[src/sv/cpr_pkg.sv]
package cpr_pkg;

	localparam int VA_W = 30;
	localparam int S_DATA_W = 32;
	localparam int M_DATA_W = 120;
	localparam int OB_W = 5;
	localparam int FC_W = 9;
	localparam int CNT_W = 32;
	localparam int PHYS_W = 24;
	localparam int FRAME_OUT_W = 8;
	localparam int PAGE_OUT_W = 14;
	localparam int PADDR_W = 3;
	localparam int OB_MAX = 16;
	localparam int OB_RESET = 12;
	localparam int FC_RESET = 256;

	localparam logic [PADDR_W-1:0] ADDR_OFFSET_BITS = 3'd0;
	localparam logic [PADDR_W-1:0] ADDR_FRAME_COUNT = 3'd4;

	// flag store bit positions
	localparam int FLAG_VALID = 0;
	localparam int FLAG_REF = 1;

	typedef struct packed {
		logic cap;
		logic hit_upd;
		logic fill;
		logic sweep_start;
		logic sw_rd_flag;
		logic sw_clear_ref;
		logic sw_evict;
		logic install;
		logic clr_step;
		logic out_load;
	} cpr_cmd_t;

	typedef struct packed {
		logic oor;
		logic pg_valid;
		logic pg_ref;
		logic room;
		logic clr_last;
		logic out_busy;
	} cpr_sts_t;

endpackage

[src/sv/cpr_ctrl.sv]
module cpr_ctrl (
	input  logic                clk,
	input  logic                arst_n,
	input  logic                s_tvalid,
	output logic                s_tready,
	input  cpr_pkg::cpr_sts_t   sts,
	output cpr_pkg::cpr_cmd_t   cmd
);

	typedef enum logic [3:0] {
		ST_CLEAR,
		ST_IDLE,
		ST_LOOK,
		ST_CHECK,
		ST_SW_RD,
		ST_SW_OWN,
		ST_SW_CHK,
		ST_INSTALL,
		ST_FINISH
	} state_t;

	state_t state_q;

	assign s_tready = (state_q == ST_IDLE);

	always_comb begin
		cmd = '0;
		case (state_q)
			ST_CLEAR: cmd.clr_step = 1'b1;
			ST_IDLE: cmd.cap = s_tvalid;
			ST_CHECK: begin
				if (!sts.oor) begin
					if (sts.pg_valid) cmd.hit_upd = 1'b1;
					else if (sts.room) cmd.fill = 1'b1;
					else cmd.sweep_start = 1'b1;
				end
			end
			ST_SW_OWN: cmd.sw_rd_flag = 1'b1;
			ST_SW_CHK: begin
				if (sts.pg_ref) cmd.sw_clear_ref = 1'b1;
				else cmd.sw_evict = 1'b1;
			end
			ST_INSTALL: cmd.install = 1'b1;
			ST_FINISH: cmd.out_load = !sts.out_busy;
			default: cmd = '0;
		endcase
	end

	always_ff @(posedge clk or negedge arst_n) begin
		if (!arst_n) begin
			state_q <= ST_CLEAR;
		end else begin
			case (state_q)
				ST_CLEAR: if (sts.clr_last) state_q <= ST_IDLE;
				ST_IDLE: if (s_tvalid) state_q <= ST_LOOK;
				ST_LOOK: state_q <= ST_CHECK;
				ST_CHECK: begin
					if (sts.oor || sts.pg_valid || sts.room) state_q <= ST_FINISH;
					else state_q <= ST_SW_RD;
				end
				ST_SW_RD: state_q <= ST_SW_OWN;
				ST_SW_OWN: state_q <= ST_SW_CHK;
				ST_SW_CHK: begin
					if (sts.pg_ref) state_q <= ST_SW_RD;
					else state_q <= ST_INSTALL;
				end
				ST_INSTALL: state_q <= ST_FINISH;
				ST_FINISH: if (!sts.out_busy) state_q <= ST_IDLE;
				default: state_q <= ST_CLEAR;
			endcase
		end
	end

endmodule

[config.mk]
export PLATFORM = sky130hd
export DESIGN_NAME = cpr_ctrl
export DESIGN_NICKNAME = d
export VERILOG_FILES = /design/src/sv/cpr_pkg.sv /design/src/sv/cpr_ctrl.sv
export SDC_FILE = /design/constraint.sdc
export NUM_CORES = 1
export LEC_CHECK = 0
export ABC_CLOCK_PERIOD_IN_PS = 1700
export BUFFER_PORTS_ARGS = -buffer_cell sky130_fd_sc_hd__buf_2
export CAP_MARGIN = 20
export CORE_AREA = 3 3 40 42
export DETAILED_ROUTE_END_ITERATION = 8
export DIE_AREA = 0 0 43 45
export GPL_TIMING_DRIVEN = 0
export PLACE_DENSITY = 0.5
export RECOVER_POWER = 50
export SKIP_CTS_REPAIR_TIMING = 1
export SLEW_MARGIN = 20
export SYNTH_ARGS = -nofsm -noshare
export SYNTH_HDL_FRONTEND = slang
export SYNTH_SLANG_ARGS = --single-unit
[constraint.sdc]
create_clock -name clk -period 1.7 [get_ports clk]
set_input_delay 0.34 -clock clk [delete_from_list [all_inputs] [get_ports clk]]
set_output_delay 0.34 -clock clk [all_outputs]
set_load 0.05 [all_outputs]
== After elaboration in Yosys (flattened, before gate mapping) ==
Cells that the tools add are included.

* Equality and inequality tests: 11
* Mux-type cells: 20
* Reductions and logical operators: 5

{| class="wikitable"
|+ Operators by type and width
! operator !! count
|-
| 4-bit one-hot mux with 9 select lines || 1
|-
| 4-bit by 3-bit == test with 1-bit output, second input constant || 4
|-
| 4-bit two-way mux || 4
|-
| 1-bit two-way mux || 10
|-
| 4-bit by 2-bit == test with 1-bit output, second input constant || 2
|-
| 2-bit two-way mux || 3
|-
| 3-bit two-way mux || 2
|-
| 2-bit inequality test, second input constant || 3
|-
| 4-bit by 1-bit == test with 1-bit output, second input constant || 1
|-
| 4-bit == test, second input constant || 1
|-
| 4-bit logical NOT || 1
|-
| 3-bit AND reduction || 1
|-
| 1-bit logical OR || 2
|-
| 1-bit logical NOT || 1
|}

* Register bits: 4
* Input bits: 9
* Output and inout port bits: 11
* Logic and storage cells: 37

== Logic depth before layout (Yosys ltp) ==
Gate-level depths: netlist of the first run.

* Depth in word-level cells: 4
* Depth in mapped cells: 4
* Depth with buffers taken out: 3

== Worst setup path after synthesis of the first run ==
OpenSTA, ideal clock, no wires.

* Kind: input to output
* From: in sts[4] (netlist bit)
* To: out cmd[6] (netlist bit)
* Arrival: 2.152 ns
* Data required time: 1.360 ns
* Setup slack: -0.792 ns
* Stages: 2
* Buffers on the path: 0
* Cells stage by stage: or3_1 -> nor4_1

{| class="wikitable"
|+ RTL lines
! element !! line !! text
|-
| start: declaration || cpr_ctrl.sv:6 || <nowiki>input cpr_pkg::cpr_sts_t sts,</nowiki>
|-
| end: declaration || cpr_ctrl.sv:7 || <nowiki>output cpr_pkg::cpr_cmd_t cmd</nowiki>
|}

==> results of run 1 <==
## worst register-to-register path, cell delays in order (launching register included)
cell and delay [ns]:
dfrtp_2 0.44, buf_4 0.15, or4_1 0.46, a32o_1 0.26
## final cells by class
class                      instances  area [sq um]  area share
buffer                             3         37.54     0.05017
clock buffer                       3         22.52     0.03010
inverter                           1         3.754    0.005017
multi-input combinational         33         315.3      0.4214
sequential                         4         103.9      0.1388
tap                               15         18.77     0.02508
timing repair buffer              29         246.5      0.3294
## logic make-up after synthesis
family,Yosys count
simple gates,25
compound gates,8
flops,4
buf+inv,4
## power by group
part	switching [mW]	total [mW]	internal, mW
Sequential	0.0584	0.199	0.141
Clock	0.0369	0.116	0.0789
Combinational	0.526	0.987	0.461
Total	0.621	1.30	0.681
## worst paths after layout
check,to,cells past startpoint,start
max,cmd[7],4,state_q[2]
min,state_q[2],4,sts[2]
max reg2reg,state_q[0],3,state_q[3]
min reg2reg,state_q[2],2,state_q[0]
max in group asynchronous,state_q[0],2,arst_n
min in group asynchronous,state_q[1],2,arst_n
## cells in the final DEF (no fill, tap or decap), types with 2 or more instances in the layout
| cell type | n |
|---|---|
| buf_8 | 2 |
| nor2_2 | 2 |
| a21oi_1 | 3 |
| nand2_1 | 3 |
| buf_2 | 7 |
| nand2b_4 | 2 |
| nor4_2 | 2 |
| dfrtp_2 | 3 |
| buf_4 | 12 |
| clkbuf_4 | 3 |
| buf_6 | 8 |
| nor4_4 | 3 |
## per-stage QoR
stage,instances,hold WS (ns),setup TNS [ns]
3_3_place_gp,75,0.1475,-0.3973
3_5_place_dp,75,0.1486,-0.3885
4_1_cts,78,-0.1008,-2.529
6_report,88,0.4403,-0.09661
5_1_grt,88,0.4462,-0.3635
2_1_floorplan,41,0.04441,-0.7659
## Yosys cell counts
cell type  number
nand2_1         4
nor3_1          1
inv_1           1
nor3b_1         1
o21ai_0         1
or3_1           1
a21oi_1         3
clkbuf_1        2
o21bai_1        1
and4b_1         1
nor2b_1         1
or4_1           1
nand3_1         1
a21o_1          1
nor2_1          2
or4b_1          1
and2_1          1
nand2b_1        3
dfrtp_1         4
o31ai_1         1
nor4_1          6
buf_6           1
a32o_1          1
and3b_1         1
## metal layers
layer	vias up	wire, microns	part of all wire	track usage
met3	0	59	0.052	0.02789
met4	0	0	0	0.07229
li1	221	-	-	-
met1	199	452	0.40	0.1477
met2	11	622	0.55	0.1467
met5	-	0	0	0
==> results.toml, run 1 <==
[final_layout]
area_growth_pct = 129.1
num-nets-final = 84
nFillCells = 116
n_antenna_cell = 0
layout-drive-gt1-share = 0.6849
final_core_util = 0.5823
largest_reg_flops = 4
finalInstanceArea_sq_um = 748.2
regMostFlops = "state_q"
reg_top3 = "state_q x4"

[synthesis]
synth_mux_area_frac = 0
synth_adder_area_share = 0
synth.cell_area_sq_um = 326.6
syn-num-nets = 50
synth_top_area_share = 0.3065
synth_compound_area_frac = 0.1609
ys_seq_area_frac = 0.3065
yosysWarnings = 0
synth-simple-area-share = 0.4636
synth-seq-cells = 4
syn_avg_cell_area_sq_um = 7.965
yosysUniqueCellTypes = 24
synth_xor_area_frac = 0
synth_top_family_by_area = "simple AND/OR/NAND/NOR gates"
syn_inst = 41
yosys-top-cells-area = "dfrtp_1 (31%), nor4_1 (11%), nand2b_1 (5.7%)"
synth_top_area_cell = "dfrtp_1"

[placed_design]
io_buffers = 19
placed_area_sq_um = 496.7
dpl_worst_slack_ns = -0.1648
gp_congestion = 0.7210
dpl.hpwl_microns = 732.1

[sta]
skew_ns = 0.005980
fin_ws_ns = -0.07660
tightestPinTransition_ns = 0.3578
fmax_mhz = 562.9
rsz0062_at_grt = "true"
setup_viol = 2
slew_viol_final = 0
relSlewSlack = 0.7593
fin_crit_sh = 1.045
hold_violations = 0
post-route-min-period_ns = 1.777

[grt]
grt_pass1_vias = 345
overflow = 0
grt_pass1_wl_microns = 1559
grt_max_degree = 11
antenna_found_initial = 0
grt.total_usage = 0.1076

[routing]
drc = 0
vias = 431
viasPerCell = 4.898
wl_per_cell_microns = 12.89
finalWirelength_microns = 1134
detail_route.first_pass.iterations = 2
ant_nets = 0
drt_iter0_markers = 2

[critical_path]
critPathRequiredTime_ns = 1.36
cp_slowest_stage_delay_ns = 0.44
crit_arrival_ns = 1.44
ff2ff_setup_slack_ns = 0.26
cp-start-kind = "register"
crit_type = "register to primary output"
crit_family = "simple AND/OR/NAND/NOR gates"
cp_max_fo = 6
cp-end-kind = "primary output"
crit_path_frequent_cell = "buf_8"
slowest_stage = "dfrtp_2"
path_cells = "buf_8 > nor4_4 > and3b_2 > buf_8"
crit_buf_inv = 2

[outcome]
outcome = "finished, violations left"
violations = "negative setup slack"

[clock_network]
path_clk_slew_ns = 0.04
cts_max_level = 1
cts_tree = "yes"
cts_root_buf = "clkbuf_4"
cts.sinks = 4
clk_path_buf_depth = 2
clock_latency_ns = 0.23
cts_buffers = 3

[run]
maxCapViolCount = 0

[power_and_ir_drop]
finalPower_mw = 1.302
vdd_drop_max_mv = 1.137
powerDensity_mw_per_mm2 = 1740
leakagePower_nw = 0.3276

[floorplanning]
dieArea_sq_mm = 0.001935
die_height_microns = 45
fp-row-count = 13
io_pins = 20
initial_core_util = 0.2541
core_area_sq_mm = 0.001285
dieWidth_microns = 43

[min_path]
hp-class = "primary input to register"
No activity file was read; power rests on OpenSTA's default activity.
==> inputs of run 2 (changes only) <==
--- a/config.mk
+++ b/config.mk
@@ -13,7 +13,6 @@
 export DIE_AREA = 0 0 43 45
 export GPL_TIMING_DRIVEN = 0
 export PLACE_DENSITY = 0.5
-export RECOVER_POWER = 50
 export SKIP_CTS_REPAIR_TIMING = 1
 export SLEW_MARGIN = 20
 export SYNTH_ARGS = -nofsm -noshare
==> run 2 against run 1 <==
  * The flow still finishes with violations (negative setup slack)
  * Critical path depth unchanged
  * Maximum frequency up 0.31%
  * Global-route usage unchanged
  * Largest cell class unchanged
  * Sequential share of layout area about the same
  * Critical path type unchanged
  * Sequential cell count unchanged
  * Non-clock buffer count unchanged
  * Final area up 0.17%
  * Wire length down 0.18%
  * Largest power group unchanged
  * Clock power about the same
  * Critical endpoint unchanged
  * Cell count unchanged
  * Combinational power about the same
  * Sequential power about the same
==> results.toml, run 2 (synthesis results as in run 1) <==
[placed_design]
dpl_worst_slack_ns = -0.1648
dp_cells = 75
io_buffers = 19
dpl.hpwl_microns = 732.1
gp_congestion = 0.7210
placed_area_sq_um = 496.7

[routing]
wl_met3_microns = 59
met2_length_microns = 623
drt_iter0_markers = 2
ant_nets = 0
drc = 0
finalWirelength_microns = 1132
viasPerCell = 4.886
vias = 430
highest_layer = "met3"
detail_route.first_pass.iterations = 2
wl_per_cell_microns = 12.86
wl_met1_microns = 450

[critical_path]
cp-end-kind = "primary output"
critPathRequiredTime_ns = 1.36
ff2ff_setup_slack_ns = 0.26
crit_arrival_ns = 1.43
cp-startpoint = "state_q[2]"
cp_max_fo = 6
reg2reg_to = "state_q[0]"
rr_worst_depth = 3
endpoint = "cmd[7]"
cp-start-kind = "register"
crit_type = "register to primary output"
crit-reg2reg-launch = "state_q[3]"

[sta]
rsz0062_at_grt = "true"
hold_violations = 0
fin_crit_sh = 1.042
post-route-min-period_ns = 1.771
tightestPinTransition_ns = 0.3620
fin_ws_ns = -0.07116
final.setup.tns_ns = -0.08560
slew_viol_final = 0
fmax_mhz = 564.6
timing.hold.ws_ns = 0.4385
setup_viol = 2
skew_ns = 0.005603
relSlewSlack = 0.7564

[grt]
grt_max_degree = 11
grt_pass1_wl_microns = 1559
grt.total_usage = 0.1076
antenna_found_initial = 0
grt_pass1_vias = 345
overflow = 0

[final_layout]
layout-drive-gt1-share = 0.6986
final_cells = 88
area_growth_pct = 129.5
largest_reg_flops = 4
layout_commonest_cell = "buf_4"
n_antenna_cell = 0
final_core_util = 0.5833
num-nets-final = 84
finalInstanceArea_sq_um = 749.5
regMostFlops = "state_q"
final_cell_mix = "buf_4 (12), buf_6 (8), buf_2 (8)"
reg_top3 = "state_q x4"

[run]
maxCapViolCount = 0

[outcome]
violations = "negative setup slack"
outcome = "finished, violations left"

[power_and_ir_drop]
finalPower_mw = 1.300
leakagePower_nw = 0.3304
powerDensity_mw_per_mm2 = 1734
vdd_drop_max_mv = 1.136

[clock_network]
cts_buffers = 3
clock_latency_ns = 0.23
path_clk_slew_ns = 0.04
cts_tree = "yes"
cts.sinks = 4
cts_root_buf = "clkbuf_4"
cts_max_level = 1
clk_path_buf_depth = 2

[floorplanning]
die_height_microns = 45
core_area_sq_mm = 0.001285
io_pins = 20
initial_core_util = 0.2541
dieArea_sq_mm = 0.001935
fp-row-count = 13
dieWidth_microns = 43

[min_path]
hp-class = "primary input to asynchronous set/reset pin"
-- run 2: cell count changes in the layout (fill, tap and decap cells not counted) --
cell	before	now
clkbuf_1	1	0
buf_2	7	8
-- run 2: worst min path at each step --
stage,cells after the start,start,end
after floorplan,0,arst_n,state_q[0]
after global placement,1,arst_n,state_q[3]
after detailed placement,1,arst_n,state_q[3]
after CTS,1,arst_n,state_q[2]
after global routing,2,arst_n,state_q[1]
final,2,arst_n,state_q[2]
-- run 2: layout make-up --
cell class / instances / area [sq um]
fillers: 115 / 535.5
multi-input cells: 33 / 315.3
repair buffers: 29 / 247.7
flip-flops and latches: 4 / 103.9
plain buffers: 3 / 37.54
clock buffers: 3 / 22.52
well taps: 15 / 18.77
inverters: 1 / 3.754
-- run 2: layer usage --
metal	vias to the layer above	GRT usage
met4	0	0.07229
met2	11	0.1467
met3	0	0.02789
li1	221	-
met1	198	0.1477
met5	-	0
-- run 2: worst max-delay path: stages, from the launching register on --
cell and delay, ns:
dfrtp_2 0.44, buf_8 0.15, nor4_4 0.22, and3b_2 0.24, buf_8 0.14
-- run 2: power by group --
| group | switching, mW | total (mW) | internal (mW) |
|---|---|---|---|
| combinational | 0.524 | 0.986 | 0.461 |
| clock | 0.0366 | 0.115 | 0.0788 |
| sequential | 0.0575 | 0.199 | 0.141 |
==> inputs of run 3 (changes only) <==
--- a/config.mk
+++ b/config.mk
@@ -8,11 +8,13 @@
 export ABC_CLOCK_PERIOD_IN_PS = 1700
 export BUFFER_PORTS_ARGS = -buffer_cell sky130_fd_sc_hd__buf_2
 export CAP_MARGIN = 20
-export CORE_AREA = 3 3 40 42
+export CELL_PAD_IN_SITES_DETAIL_PLACEMENT = 1
+export CELL_PAD_IN_SITES_GLOBAL_PLACEMENT = 2
+export CORE_MARGIN = 3
+export CORE_UTILIZATION = 20
 export DETAILED_ROUTE_END_ITERATION = 8
-export DIE_AREA = 0 0 43 45
 export GPL_TIMING_DRIVEN = 0
-export PLACE_DENSITY = 0.5
+export PLACE_DENSITY = 0.72
 export SKIP_CTS_REPAIR_TIMING = 1
 export SLEW_MARGIN = 20
 export SYNTH_ARGS = -nofsm -noshare
==> constraint.sdc (replaced) <==
create_clock -name clk -period 1.7 [get_ports clk]
set_input_delay 0.34 -clock clk [delete_from_list [all_inputs] [get_ports clk]]
set_output_delay 0.34 -clock clk [all_outputs]
set_load 0.1 [all_outputs]
==> run 3 against run 2 <==
  * The flow still finishes with violations (negative setup slack)
  * Non-clock buffer count rose by 1
  * First-iteration DRC count fell by 50%
  * Critical endpoint unchanged
  * Combinational power increased by 34%
  * Final area up 15%
  * Wire length grew 29%
  * Sequential cell count stayed put
==> results.toml, run 3 (synthesis results as in run 1) <==
[final_layout]
nFillCells = 148
regMostFlops = "state_q"
num-nets-final = 85
final_cell_mix = "buf_12 (8), buf_6 (8), buf_2 (8), buf_4 (8), nor4_4 (5)"
layout-drive-gt1-share = 0.7200
n_antenna_cell = 0
finalInstanceArea_sq_um = 864.6
area_growth_pct = 164.8
largest_reg_flops = 4
reg_top3 = "state_q x4"

[placed_design]
gp_congestion = 0.6660
placed_area_sq_um = 593.1
io_buffers = 19

[power_and_ir_drop]
powerDensity_mw_per_mm2 = 1938
leakagePower_nw = 0.3558
vdd_drop_max_mv = 1.493

[sta]
rsz0062_at_grt = "true"
skew_ns = 0.003809
slew_viol_final = 0
post-route-min-period_ns = 1.862
relSlewSlack = 0.7426
fmax_mhz = 536.9
final.setup.tns_ns = -0.6465
fin_crit_sh = 1.096
hold_violations = 0
setup_viol = 9
tightestPinTransition_ns = 0.3825
fin_ws_ns = -0.1625

[floorplanning]
initial_core_util = 0.2308
die_height_microns = 46.41
core_area_sq_mm = 0.001415
io_pins = 20
fp-row-count = 13
dieWidth_microns = 46.41
dieArea_sq_mm = 0.002154

[critical_path]
cp-startpoint = "state_q[0]"
path_cells = "nand2_4 > nor4_4 > and3b_4 > buf_12"
cp-start-kind = "register"
cp-end-kind = "primary output"
critPathRequiredTime_ns = 1.36
crit_buf_inv = 1
cp_slowest_stage_delay_ns = 0.47
crit_type = "register to primary output"
crit-reg2reg-launch = "state_q[1]"
slowest_stage = "dfrtp_2"
crit_arrival_ns = 1.52
cp_max_fo = 6
crit_family = "simple AND/OR/NAND/NOR gates"

[clock_network]
clk_path_buf_depth = 2
cts.sinks = 4
clock_latency_ns = 0.24
cts_root_buf = "clkbuf_4"
cts_buffers = 3
cts_tree = "yes"
cts_max_level = 1
path_clk_slew_ns = 0.04

[outcome]
violations = "negative setup slack"
outcome = "finished, violations left"

[routing]
viasPerCell = 5.189
drc = 0
vias = 467
finalWirelength_microns = 1457
detail_route.first_pass.iterations = 2
ant_nets = 0
wl_per_cell_microns = 16.19
drt_iter0_markers = 1

[min_path]
hp-class = "primary input to asynchronous set/reset pin"

[grt]
grt_pass1_vias = 442
antenna_found_initial = 0
grt_pass1_wl_microns = 1869
grt_max_degree = 11
overflow = 0
grt.total_usage = 0.1251

[run]
maxCapViolCount = 0
==> run 3: cell count changes in the layout (fill, tap and decap cells not counted), sizes merged <==
cell	previous run	this run
buf	30	32
==> run 3: metal layers <==
layer / vias up / part of all wire / track usage
met5: - / 0 / 0
met4: 0 / 0.017 / 0.08523
li1: 224 / - / -
met1: 227 / 0.41 / 0.1481
met2: 12 / 0.54 / 0.2088
met3: 4 / 0.034 / 0.01172
==> run 3: cell type report <==
type | instances | area [sq um] | share of cell area
Tap cell | 15 | 18.77 | 0.02171
Buffer | 3 | 51.30 | 0.05933
Inverter | 1 | 3.754 | 0.004342
Sequential cell | 4 | 103.9 | 0.1201
Clock buffer | 4 | 26.28 | 0.03039
Timing Repair Buffer | 30 | 309.0 | 0.3575
Multi-Input combinational cell | 33 | 351.6 | 0.4067
==> run 3: path summary, 6_finish.rpt <==
check | to | slack [ns] | cells past startpoint
max | cmd[7] | -0.16 | 4
min | state_q[1] | 0.43 | 2
max reg2reg | state_q[0] | 0.14 | 4
min reg2reg | state_q[1] | 0.69 | 2
max in group asynchronous | state_q[3] | 1.14 | 2
min in group clk | state_q[1] | 0.43 | 3
==> run 3: stage by stage <==
stage / power [mW] / std cells / util / setup slack [ns] / hold slack, ns
floorplan: 1.063 / 41 / - / -0.4719 / 0.04441
global placement: 1.192 / 75 / 0.4191 / -0.2958 / 0.1448
detailed placement: 1.198 / 75 / 0.4191 / -0.2732 / 0.1453
CTS: 1.334 / 79 / 0.4377 / -0.5475 / -0.1101
global route: 1.761 / 90 / 0.6110 / -0.2390 / 0.4325
finish: 1.676 / 90 / 0.6110 / -0.1625 / 0.4284
==> run 3: where the power goes <==
part | switching, mW | leakage, nW | internal (mW)
Clock | 0.0434 | 0.0150 | 0.0884
Combinational | 0.780 | 0.293 | 0.536
Sequential | 0.0875 | 0.0479 | 0.141
Total | 0.911 | 0.356 | 0.765
